[src/sv/tct_pkg.sv]
`timescale 1ns / 1ps

package tct_pkg;

   localparam int REQ_BITS = 16;
   localparam int RSP_BITS = 32;

   localparam logic [2:0] CMD_CONTROL = 3'd0;
   localparam logic [2:0] CMD_WRITE   = 3'd1;
   localparam logic [2:0] CMD_READ    = 3'd2;
   localparam logic [2:0] CMD_GATE    = 3'd3;
   localparam logic [2:0] CMD_TICK    = 3'd4;
   localparam logic [2:0] CMD_EDGE    = 3'd5;

   localparam logic [1:0] ORD_LATCH = 2'd0;
   localparam logic [1:0] ORD_LOW   = 2'd1;
   localparam logic [1:0] ORD_HIGH  = 2'd2;
   localparam logic [1:0] ORD_BOTH  = 2'd3;

   localparam logic [2:0] MODE_ONESHOT = 3'd0;
   localparam logic [2:0] MODE_RATE    = 3'd2;
   localparam logic [2:0] MODE_SQUARE  = 3'd3;
   localparam logic [2:0] MODE_GATED   = 3'd4;
   localparam logic [2:0] MODE_LAST    = 3'd5;

   localparam logic [1:0] CHAN_LIMIT = 2'd3;

   typedef struct packed {
      logic [1:0] order;
      logic       latch;
      logic [2:0] mode;
      logic       bcd;
      logic       hi_next;
      logic       load_pend;
      logic       gate;
      logic       out_st;
      logic       edge_pend;
      logic       reloaded;
   } ctrl_type;

   localparam ctrl_type CTRL_RESET = '{order: ORD_LOW, mode: MODE_ONESHOT, default: '0};

   typedef struct packed {
      logic [15:0] reload_now;
      logic [2:0]  mode_now;
      logic        gate_now;
      logic        updated_flag;
      logic        edge_flag;
      logic        out_level;
      logic [7:0]  read_data;
   } rsp_type;

   typedef struct packed {
      logic [7:0] read_data;
      logic       out_level;
      logic       edge_flag;
   } step_out_type;

endpackage

[src/sv/tct_chan_logic.sv]
`timescale 1ns / 1ps

module tct_chan_logic #(
   parameter int COUNT_BITS = 16
) (
   input  logic [2:0]            cmd,
   input  logic [7:0]            data,
   input  logic                  gate_level,
   input  tct_pkg::ctrl_type     st_in,
   input  logic [COUNT_BITS-1:0] cnt_in,
   input  logic [COUNT_BITS-1:0] rld_in,
   input  logic [COUNT_BITS-1:0] lat_in,
   output tct_pkg::ctrl_type     st_out,
   output logic [COUNT_BITS-1:0] cnt_out,
   output logic [COUNT_BITS-1:0] rld_out,
   output logic [COUNT_BITS-1:0] lat_out,
   output tct_pkg::step_out_type res
);
   import tct_pkg::*;

   always_comb begin
      ctrl_type              st;
      logic [COUNT_BITS-1:0] cnt;
      logic [COUNT_BITS-1:0] rld;
      logic [COUNT_BITS-1:0] lat;
      logic [15:0]           wide;
      logic [2:0]            m;
      logic                  hi_sel;
      logic                  prev;
      logic [7:0]            rd;
      logic                  lvl;
      logic                  edge_o;

      st     = st_in;
      cnt    = cnt_in;
      rld    = rld_in;
      lat    = lat_in;
      wide   = '0;
      m      = '0;
      hi_sel = 1'b0;
      prev   = 1'b0;
      rd     = '0;

      case (cmd)
         CMD_CONTROL: begin
            if (data[5:4] == ORD_LATCH) begin
               st.latch = 1'b1;
               lat      = cnt;
            end else begin
               st.latch = 1'b0;
               st.order = data[5:4];
               if (data[5:4] == ORD_BOTH) st.hi_next = 1'b0;
               m = data[3:1];
               if (m > MODE_LAST) m = {1'b0, m[1:0]};
               st.mode      = m;
               st.edge_pend = !st.out_st && (m != MODE_ONESHOT);
               st.out_st    = (m != MODE_ONESHOT);
               if (m == MODE_SQUARE) begin
                  rld         = '0;
                  cnt         = '0;
                  st.reloaded = 1'b1;
               end
               st.bcd = data[0];
            end
         end
         CMD_WRITE: begin
            if (st.order == ORD_BOTH) begin
               hi_sel       = st.hi_next;
               st.load_pend = st.hi_next;
               st.hi_next   = !st.hi_next;
            end else begin
               hi_sel       = (st.order == ORD_HIGH);
               st.load_pend = 1'b1;
            end
            wide = 16'(rld);
            if (hi_sel) wide[15:8] = data;
            else        wide[7:0]  = data;
            rld = wide[COUNT_BITS-1:0];
            if (st.mode == MODE_ONESHOT) begin
               st.out_st    = 1'b0;
               st.edge_pend = 1'b0;
            end
         end
         CMD_READ: begin
            if (st.order == ORD_BOTH) begin
               hi_sel     = st.hi_next;
               st.hi_next = !st.hi_next;
            end else begin
               hi_sel = (st.order == ORD_HIGH);
            end
            wide = 16'(cnt);
            rd   = hi_sel ? wide[15:8] : wide[7:0];
         end
         CMD_GATE: begin
            if (!st.gate && gate_level) begin
               if (st.mode == MODE_RATE) cnt = rld;
            end else if (!gate_level) begin
               if (st.mode == MODE_RATE || st.mode == MODE_SQUARE) begin
                  st.edge_pend = !st.out_st;
                  st.out_st    = 1'b1;
               end
            end
            st.gate = gate_level;
         end
         default: begin
         end
      endcase

      lvl    = st.out_st;
      edge_o = st.edge_pend;

      if (cmd == CMD_TICK) begin
         if (st.load_pend) begin
            cnt          = rld;
            st.load_pend = 1'b0;
            st.reloaded  = 1'b1;
            lvl          = 1'b0;
         end else begin
            st.reloaded = 1'b0;
            if (cnt == '0) begin
               st.edge_pend = 1'b0;
            end else begin
               prev = st.out_st;
               case (st.mode)
                  MODE_ONESHOT: begin
                     if (!st.gate) begin
                        st.out_st = 1'b0;
                     end else begin
                        cnt       = cnt - COUNT_BITS'(1);
                        st.out_st = (cnt == '0);
                     end
                  end
                  MODE_RATE: begin
                     if (st.gate) begin
                        cnt = cnt - COUNT_BITS'(1);
                        if (cnt == '0) begin
                           st.out_st    = 1'b1;
                           st.load_pend = 1'b1;
                        end else begin
                           st.out_st = 1'b0;
                        end
                     end
                  end
                  MODE_SQUARE: begin
                     if (st.gate) begin
                        cnt = cnt - COUNT_BITS'(1);
                        if (cnt >= (rld >> 1)) begin
                           st.out_st = 1'b1;
                        end else begin
                           st.out_st = 1'b0;
                           if (cnt == '0) st.load_pend = 1'b1;
                        end
                     end
                  end
                  MODE_GATED: begin
                     if (!st.gate) st.out_st = 1'b0;
                     else          cnt = cnt - COUNT_BITS'(1);
                  end
                  default: begin
                     cnt = cnt - COUNT_BITS'(1);
                  end
               endcase
               st.edge_pend = st.out_st && !prev;
            end
            lvl = st.out_st;
         end
         edge_o = st.edge_pend;
      end else if (cmd == CMD_EDGE) begin
         st.edge_pend = 1'b0;
      end

      st_out        = st;
      cnt_out       = cnt;
      rld_out       = rld;
      lat_out       = lat;
      res.read_data = rd;
      res.out_level = lvl;
      res.edge_flag = edge_o;
   end

endmodule

[src/sv/three_channel_interval_timer.sv]
`timescale 1ns / 1ps

// Three-channel programmable interval timer with 16-bit down counters. Each request
// transaction is a control write, reload byte write, count byte read, gate change,
// count tick or edge query, and produces exactly one response transaction carrying
// the channel's status. Requests are registered on entry and resolved by a single shared
// channel update against the addressed channel's registers; one request is taken every
// clock unless the response side stalls, and the result passes from the request register
// into the response register. Channel 3, and any channel at or above NUM_CHANNELS, is
// ignored and answers all zeros, as do command codes 6 and 7. Reads return the live count;
// the latched count is captured but not returned. The BCD bit is stored only.

module three_channel_interval_timer #(
   parameter int NUM_CHANNELS = 3,
   parameter int COUNT_BITS   = 16
) (
   input  logic                          clock,
   input  logic                          reset,
   input  logic                          req_tvalid,
   output logic                          req_tready,
   // [2:0] cmd, [4:3] channel, [12:5] data, [13] gate_level, [15:14] zero
   input  logic [tct_pkg::REQ_BITS-1:0]  req_tdata,
   output logic                          rsp_tvalid,
   input  logic                          rsp_tready,
   // [7:0] read_data, [8] out_level, [9] edge_flag, [10] updated_flag, [11] gate_now,
   // [14:12] mode_now, [30:15] reload_now, [31] zero
   output logic [tct_pkg::RSP_BITS-1:0]  rsp_tdata
);
   import tct_pkg::*;

   localparam int IDX_BITS = (NUM_CHANNELS > 1) ? $clog2(NUM_CHANNELS) : 1;

   logic                  in_valid_ff, in_valid_in;
   logic [2:0]            in_cmd_ff;
   logic [1:0]            in_ch_ff;
   logic [7:0]            in_data_ff;
   logic                  in_gate_ff;
   logic                  rsp_valid_ff, rsp_valid_in;
   rsp_type               rsp_ff, rsp_in;

   ctrl_type              ctrl_ff [NUM_CHANNELS];
   logic [COUNT_BITS-1:0] cnt_ff  [NUM_CHANNELS];
   logic [COUNT_BITS-1:0] rld_ff  [NUM_CHANNELS];
   logic [COUNT_BITS-1:0] lat_ff  [NUM_CHANNELS];

   logic                  req_fire, advance, fire, chan_ok;
   logic [1:0]            chan_sel;
   logic [IDX_BITS-1:0]   chan_idx;
   ctrl_type              st_new;
   logic [COUNT_BITS-1:0] cnt_new, rld_new, lat_new;
   step_out_type          step_res;

   assign advance    = !rsp_valid_ff || rsp_tready;
   assign req_tready = !in_valid_ff || advance;
   assign req_fire   = req_tvalid && req_tready;
   assign fire       = in_valid_ff && advance;

   assign chan_sel = (in_cmd_ff == CMD_CONTROL) ? in_data_ff[7:6] : in_ch_ff;
   assign chan_ok  = (in_cmd_ff <= CMD_EDGE) && (chan_sel < CHAN_LIMIT)
                     && (32'(chan_sel) < NUM_CHANNELS);
   assign chan_idx = chan_ok ? chan_sel[IDX_BITS-1:0] : '0;

   tct_chan_logic #(
      .COUNT_BITS (COUNT_BITS)
   ) u_chan_logic (
      .cmd        (in_cmd_ff),
      .data       (in_data_ff),
      .gate_level (in_gate_ff),
      .st_in      (ctrl_ff[chan_idx]),
      .cnt_in     (cnt_ff[chan_idx]),
      .rld_in     (rld_ff[chan_idx]),
      .lat_in     (lat_ff[chan_idx]),
      .st_out     (st_new),
      .cnt_out    (cnt_new),
      .rld_out    (rld_new),
      .lat_out    (lat_new),
      .res        (step_res)
   );

   always_comb begin
      rsp_in = '0;
      if (chan_ok) begin
         rsp_in.read_data    = step_res.read_data;
         rsp_in.out_level    = step_res.out_level;
         rsp_in.edge_flag    = step_res.edge_flag;
         rsp_in.updated_flag = st_new.reloaded;
         rsp_in.gate_now     = st_new.gate;
         rsp_in.mode_now     = st_new.mode;
         rsp_in.reload_now   = 16'(rld_new);
      end
   end

   always_comb begin
      in_valid_in = in_valid_ff;
      if (req_fire)  in_valid_in = 1'b1;
      else if (fire) in_valid_in = 1'b0;
      rsp_valid_in = rsp_valid_ff;
      if (fire)            rsp_valid_in = 1'b1;
      else if (rsp_tready) rsp_valid_in = 1'b0;
   end

   always_ff @(posedge clock) begin
      if (reset) begin
         in_valid_ff  <= 1'b0;
         rsp_valid_ff <= 1'b0;
      end else begin
         in_valid_ff  <= in_valid_in;
         rsp_valid_ff <= rsp_valid_in;
      end
   end

   always_ff @(posedge clock) begin
      if (req_fire) begin
         in_cmd_ff  <= req_tdata[2:0];
         in_ch_ff   <= req_tdata[4:3];
         in_data_ff <= req_tdata[12:5];
         in_gate_ff <= req_tdata[13];
      end
      if (fire) rsp_ff <= rsp_in;
   end

   always_ff @(posedge clock) begin
      if (reset) begin
         for (int i = 0; i < NUM_CHANNELS; i++) begin
            ctrl_ff[i] <= CTRL_RESET;
            cnt_ff[i]  <= '0;
            rld_ff[i]  <= '0;
            lat_ff[i]  <= '0;
         end
      end else if (fire && chan_ok) begin
         ctrl_ff[chan_idx] <= st_new;
         cnt_ff[chan_idx]  <= cnt_new;
         rld_ff[chan_idx]  <= rld_new;
         lat_ff[chan_idx]  <= lat_new;
      end
   end

   assign rsp_tvalid = rsp_valid_ff;
   assign rsp_tdata  = {1'b0, rsp_ff};

   a_fire_gives_rsp : assert property (@(posedge clock) disable iff (reset)
      fire |=> rsp_valid_ff)
      else $error("resolved transaction did not reach the response register");

   a_in_holds : assert property (@(posedge clock) disable iff (reset)
      (in_valid_ff && !advance) |=> (in_valid_ff && $stable(in_data_ff)
                                     && $stable(in_cmd_ff)))
      else $error("stalled request register changed");

   a_ignored_zero : assert property (@(posedge clock) disable iff (reset)
      (fire && !chan_ok) |=> (rsp_ff == '0))
      else $error("ignored transaction gave a non-zero response");

   a_order_kept : assert property (@(posedge clock) disable iff (reset)
      ctrl_ff[0].order != ORD_LATCH)
      else $error("latch command overwrote the read/load order");

endmodule
[config.mk]
export PLATFORM = sky130hd
export DESIGN_NAME = three_channel_interval_timer
export DESIGN_NICKNAME = d
export VERILOG_FILES = /design/src/sv/tct_pkg.sv /design/src/sv/tct_chan_logic.sv /design/src/sv/three_channel_interval_timer.sv
export SDC_FILE = /design/constraint.sdc
export NUM_CORES = 1
export LEC_CHECK = 0
export ABC_CLOCK_PERIOD_IN_PS = 7200
export BUFFER_PORTS_ARGS = -buffer_cell sky130_fd_sc_hd__buf_2
export CAP_MARGIN = 20
export CORE_AREA = 4 4 134 136
export CTS_CLUSTER_SIZE = 12
export DETAILED_ROUTE_END_ITERATION = 6
export DIE_AREA = 0 0 138 140
export PLACE_DENSITY = 0.79
export SYNTH_ARGS = -nofsm -noshare
export SYNTH_HDL_FRONTEND = slang
export SYNTH_SLANG_ARGS = --single-unit
[constraint.sdc]
create_clock -name clock -period 7.2 [get_ports clock]
set_input_delay 0.36 -clock clock [delete_from_list [all_inputs] [get_ports clock]]
set_output_delay 0.36 -clock clock [all_outputs]
set_load 0.05 [all_outputs]
After elaboration in Yosys (flattened, before gate mapping)
Memory sizes are Yosys's and may differ from the RTL's. Index checks and enable logic that the tools add are counted. Widths: inputs -> output; s select.

Memory bits (writable): 135. Logic and storage cells: 156. Output and inout port bits: 34. Latch bits: 0. Memories kept: 3. Input bits: 20. Bits in registers: 47. Bits in read-only memories: 0.

Memories: cnt_ff (words 3, bits a word 16, rd ports 1, clocked after memory_dff 0, write ports 3, line three_channel_interval_timer.sv:42) `logic [COUNT_BITS-1:0] cnt_ff [NUM_CHANNELS];`; rld_ff (words 3, bits a word 16, rd ports 1, clocked after memory_dff 0, write ports 3, line three_channel_interval_timer.sv:43) `logic [COUNT_BITS-1:0] rld_ff [NUM_CHANNELS];`; ctrl_ff (words 3, bits a word 13, rd ports 1, clocked after memory_dff 0, write ports 3, line three_channel_interval_timer.sv:41) `ctrl_type ctrl_ff [NUM_CHANNELS];`.

Bitwise logic cells: 0. Add/sub/neg operators: 1. Reduce and logical (&&, ||, !) cells: 32. Magnitude comparators: 5. Multipliers: 0. Muxes and demuxes: 88. Div/mod/pow operators: 0. Shift operators: 0. Eq/ne operators: 14.

Operators by type and width (number): $mux 16 (13); $pmux 16 s2 (2); $mux 1 (48); $logic_not 16->1 (2); $reduce_or 16->1 (2); $mux 8 (3); $mux 2 (11); $eq 3x2->1 const B (7); $ge 16x15->1 (1); $sub 16x1->16 const B (1); $mux 13 (1); $reduce_or 13->1 (1); $mux 3 (4); $eq 3x3->1 const B (3); $logic_not 3->1 (3); $logic_and 1x1->1 (8); $mux 7 (1); $eq 2x2->1 const B (3); $logic_not 1->1 (6); $pmux 2 s3 (1); $mux 5 (1); $lt 2x2->1 const B (2); $pmux 1 s2 (2); $pmux 1 s4 (1); other kinds (10) (13).

Depth between registers and ports, before layout
An unclocked memory read counts as a cell.

Word-level depth: 24. Depth in mapped cells: 29. Gate-level depth less buffers: 24.

Modules after synthesis
A second synthesis with hierarchy kept.

Cells, all modules: 1174. Area, all modules: 12310.6 um^2.

By module, submodules not included: three_channel_interval_timer (times used 1, cells each 720, area each 9571.7 um^2); tct_chan_logic (times used 1, cells each 454, area each 2738.9 um^2).

Worst setup path after synthesis
Ideal clock, no wire load.

Kind: reg2reg. From: register in_cmd_ff[1]. To: memory ctrl_ff[0][1] (netlist bit) (data pin). Arrival time: 5.680 ns. Period minus slack after synthesis: 5.947 ns. Required time: 6.933 ns. Setup slack: 1.253 ns. Stages on the path, launching flop included: 30. Path buffers: 5. Cell sequence: edfxtp_1 -> buf_6 -> or3_1 -> buf_4 -> a32o_2 -> clkbuf_1 -> buf_2 -> and2_1 -> a221oi_1 -> nand2_1 -> nand2_1 -> buf_4 -> nand2_1 -> and3_1 -> a21oi_1 -> inv_1 -> ha_1 -> nand2b_1 -> a21o_1 -> a21o_1 -> a21o_1 -> a21oi_1 -> o21ai_0 -> a221o_1 -> nor4_1 -> mux2i_1 -> nand4_1 -> and2_1 -> o221a_2 -> nor2_1.

RTL lines: from (decl) (line three_channel_interval_timer.sv:34) `logic [2:0] in_cmd_ff;`; from (signal assigned) (line three_channel_interval_timer.sv:114) `in_cmd_ff <= req_tdata[2:0];`; to (decl) (line three_channel_interval_timer.sv:41).

==> out/results.md <==
### Power and ir drop
• power density normalized to cell area: 249 mW/mm^2
• Leakage Power: 4.41 nW
• worst vdd ir: 199 uV
• Final Total Pwr: 2.84 mW

### Timing
• worst clock skew on the final layout: 0.0135 ns
• Rel. slew slack: 25.2%
• final-report hold violation count: 0
• setup TNS: 0 ns
• WHS: 0.0934 ns
• final critical path time including I/O delays and setup: 6.65 ns
• Pins Over Slew Limit: 0
• peak clock frequency supported by timing: 150 MHz
• final cycle utilization of the critical path: 92.4%
• Tightest Pin Transition: 1.11 ns
• Finish-stage setup viols: 0
• setup repair after global routing missed its margin: no

### Place
• Buffers on Ports: 50
• Cell Count Post-Placement: 1,276
• Placer Congestion: 1.05
• DPL Wire Length: 22.0 mm

### Synthesis
• flip-flop and latch count after synthesis: 176
• Yosys cell types: 80
• synthesized area: 0.0101 mm^2
• post-synthesis compound-gate area fraction: 17.7%
• share of flip-flops with an asynchronous set or reset: 0%
• Post-Synth Adder-Cell Area: 2.36%
• post-synthesis sequential area ratio: 52.2%
• post-synthesis share of cell area spent on xor and xnor gates: 1.13%
• synthesized area per cell: 10.1 um^2
• most frequently used flop master after synthesis: edfxtp_1
• EDFF count, synth: 174
• instance count of the mapped netlist: 1,001
• total number of yosys warnings: 0
• share of cell area taken by muxes after synthesis: 2.01%
• area fraction in and, or, nand and nor cells after synthesis: 20.9%
• combinational family with the most area after synthesis: simple AND/OR/NAND/NOR gates
• nets in the synthesized netlist: 1,040

### CTS
• clock root buffer: clkbuf_16
• Resized cells post-CTS: 0
• maximum buffer depth of the clock tree: 2
• maximum level of the CTS H-tree: 4
• TritonCTS sink count: 176
• number of buffers created by CTS: 17
• clock insertion delay at the later pin of the skew report: 0.44 ns
• post-CTS clock slew at the launch and capture registers of the worst setup and hold paths: 0.07 ns
• CTS tree: yes
• hold buffers post-CTS: 0
• # Post-CTS Setup Buffers: 0

### Floorplanning
• floorplan die height: 140 um
• die extent in x: 138 um
• number of rows created at floorplan: 48
• # IOs: 54
• CORE AREA: 0.0169 mm^2
• Initial Utilization: 59.6%
• Die Area: 0.0193 mm^2

### Route
• number of nets with antenna violations after detailed routing: 0
• first-pass detailed-route iteration total: 5
• total wirelength of the detailed-routed design: 31.6 mm
• detailed router's first-iteration violation count: 1,288
• remaining design rule violation count: 0
• Via-to-Cell Ratio: 6.63
• per-cell routed wire length: 24.1 um
• Vias: 8,670

### Critical path
• Worst Path Class, Setup: reg2reg
• data required time at the worst endpoint: 7.37 ns
• capturing element type of the critical path: flip-flop
• element type at the critical path start: flip-flop
• arrival time reported for the critical path endpoint: 6.82 ns
• largest fanout on the critical path: 20

### GRT
• first-pass GRT wire length: 47.5 mm
• overall overflow remaining after global route: 0
• largest net degree at the start of global routing: 44
• vias in the first global route: 8,030
• number of antenna violations at the first check in global routing: 0
• all-layer global routing usage: 32.3%

### Final layout
• commonest non-fill, non-tap cell in the layout: nor2_1
• fraction of final layout cells with drive strength greater than 1: 16.2%
• relative area change from synthesis to final layout: 13.1%
• # nets final: 1,109
• commonest cells after routing, fill and taps aside: nor2_1 (208), edfxtp_1 (174), nand2_1 (68)
• Final Non-Filler Cells: 1,308
• final core utilization: 67.3%
• antenna fix cells: 0

### Min path
• worst min-delay path category: in2reg

### Status
• status: finished clean

### Flow run
• number of violations of the max-capacitance limit: 0

==> area by class of cell <==
class                   instances  area, um^2
clock buffers                  17         425
clock inverters                15         176
fillers                      1315        5530
inverters                      28         105
multi-input cells             740        4460
flip-flops and latches        176        5270
well taps                     225         282
repair buffers                107         691
==> path summary, 6_finish.rpt <==
check                                         startpoint                           to  slack (ns)  cells past startpoint
worst min register to register  in_valid_ff$_SDFFE_PP0P_      rsp_tvalid$_SDFFE_PP0P_        0.52                      2
worst max-delay path              in_cmd_ff[1]$_DFFE_PP_  ctrl_ff[0][2]$_SDFFCE_PN0P_        0.55                     22
worst max register to register    in_cmd_ff[1]$_DFFE_PP_  ctrl_ff[0][2]$_SDFFCE_PN0P_        0.55                     22
worst min-delay path                       req_tdata[13]         in_gate_ff$_DFFE_PP_        0.09                      1
==> critical path, cell delays in order (launching register included) <==
cell,delay [ns]
edfxtp_1,0.65
buf_4,0.28
nor4b_4,0.44
a21o_1,0.50
a221oi_2,0.22
nor4_4,0.37
buf_4,0.34
mux2_2,0.23
ha_1,0.33
o2111a_1,0.34
nand3_1,0.29
o31a_1,0.40
nor2_1,0.19
ha_1,0.28
nand4_1,0.08
nor3_1,0.06
a221o_1,0.39
nor4_1,0.19
mux2i_1,0.14
nand4_1,0.14
nand2_1,0.12
a32oi_1,0.26
o31ai_2,0.13
==> power by group <==
part	internal, mW	leakage, nW	switching (mW)	total, mW
Clock	0.523	0.293	0.420	0.943
Sequential	1.18	1.78	0.0243	1.21
Combinational	0.228	2.33	0.459	0.687
Total	1.93	4.41	0.903	2.84
==> metrics by stage <==
stage	cell area [um^2]	setup WS (ns)
5_1_grt	11400	0.333
3_3_place_gp	10800	0.841
6_report	11400	0.548
2_1_floorplan	10100	1.25
4_1_cts	11400	0.716
3_5_place_dp	10800	0.819
==> sequential cells by signal (all words and copies together) (netlist names) <==
signal       cells
in_gate_ff       1
in_ch_ff         2
rsp_tdata       31
in_cmd_ff        3
cnt_ff          48
ctrl_ff         33
rsp_tvalid       1
rld_ff          48
in_valid_ff      1
in_data_ff       8
==> Yosys cell counts, drive strengths merged, types with 10 or more instances <==
library cell | number | area share [%]
nand3 | 20 | 0.99
inv | 28 | 1.0
and2 | 42 | 2.6
a2bb2oi | 10 | 0.87
nor2 | 208 | 7.7
nand2 | 68 | 2.5
xnor2 | 11 | 0.96
nor3 | 17 | 0.89
a31oi | 12 | 0.74
a21oi | 49 | 2.5
o221a | 14 | 1.6
clkbuf | 36 | 1.4
ha | 19 | 2.4
buf | 21 | 1.3
o21ai | 41 | 2.1
nand2b | 21 | 1.3
edfxtp | 174 | 52
o21a | 11 | 0.83
a221oi | 12 | 1.2
o22ai | 24 | 1.5
and3 | 12 | 0.74
a22oi | 12 | 0.89
mux2i | 18 | 1.8
==> layer usage <==
metal  track usage, %  share of wire (%)  vias up  wire [um]
met3             7.51                 12       98       3740
li1                 -                  -     3857          -
met2             49.3                 45      609      14200
met5                0                  0        -          0
met1             45.2                 40     4106      12600
met4             12.8                3.6        0       1130
==> logic make-up (layout without fill, tap and decap cells) <==
group,count (synthesis),after routing
AND/OR/NAND/NOR,439,439
AO/OA/AOI/OAI,248,248
flip-flops,176,176
buffers and inverters,85,167
multiplexers,20,20
adder cells (fa/ha/maj),19,19
XOR/XNOR,13,13
other,1,1
Note: power is estimated with default switching activity, not from simulation.
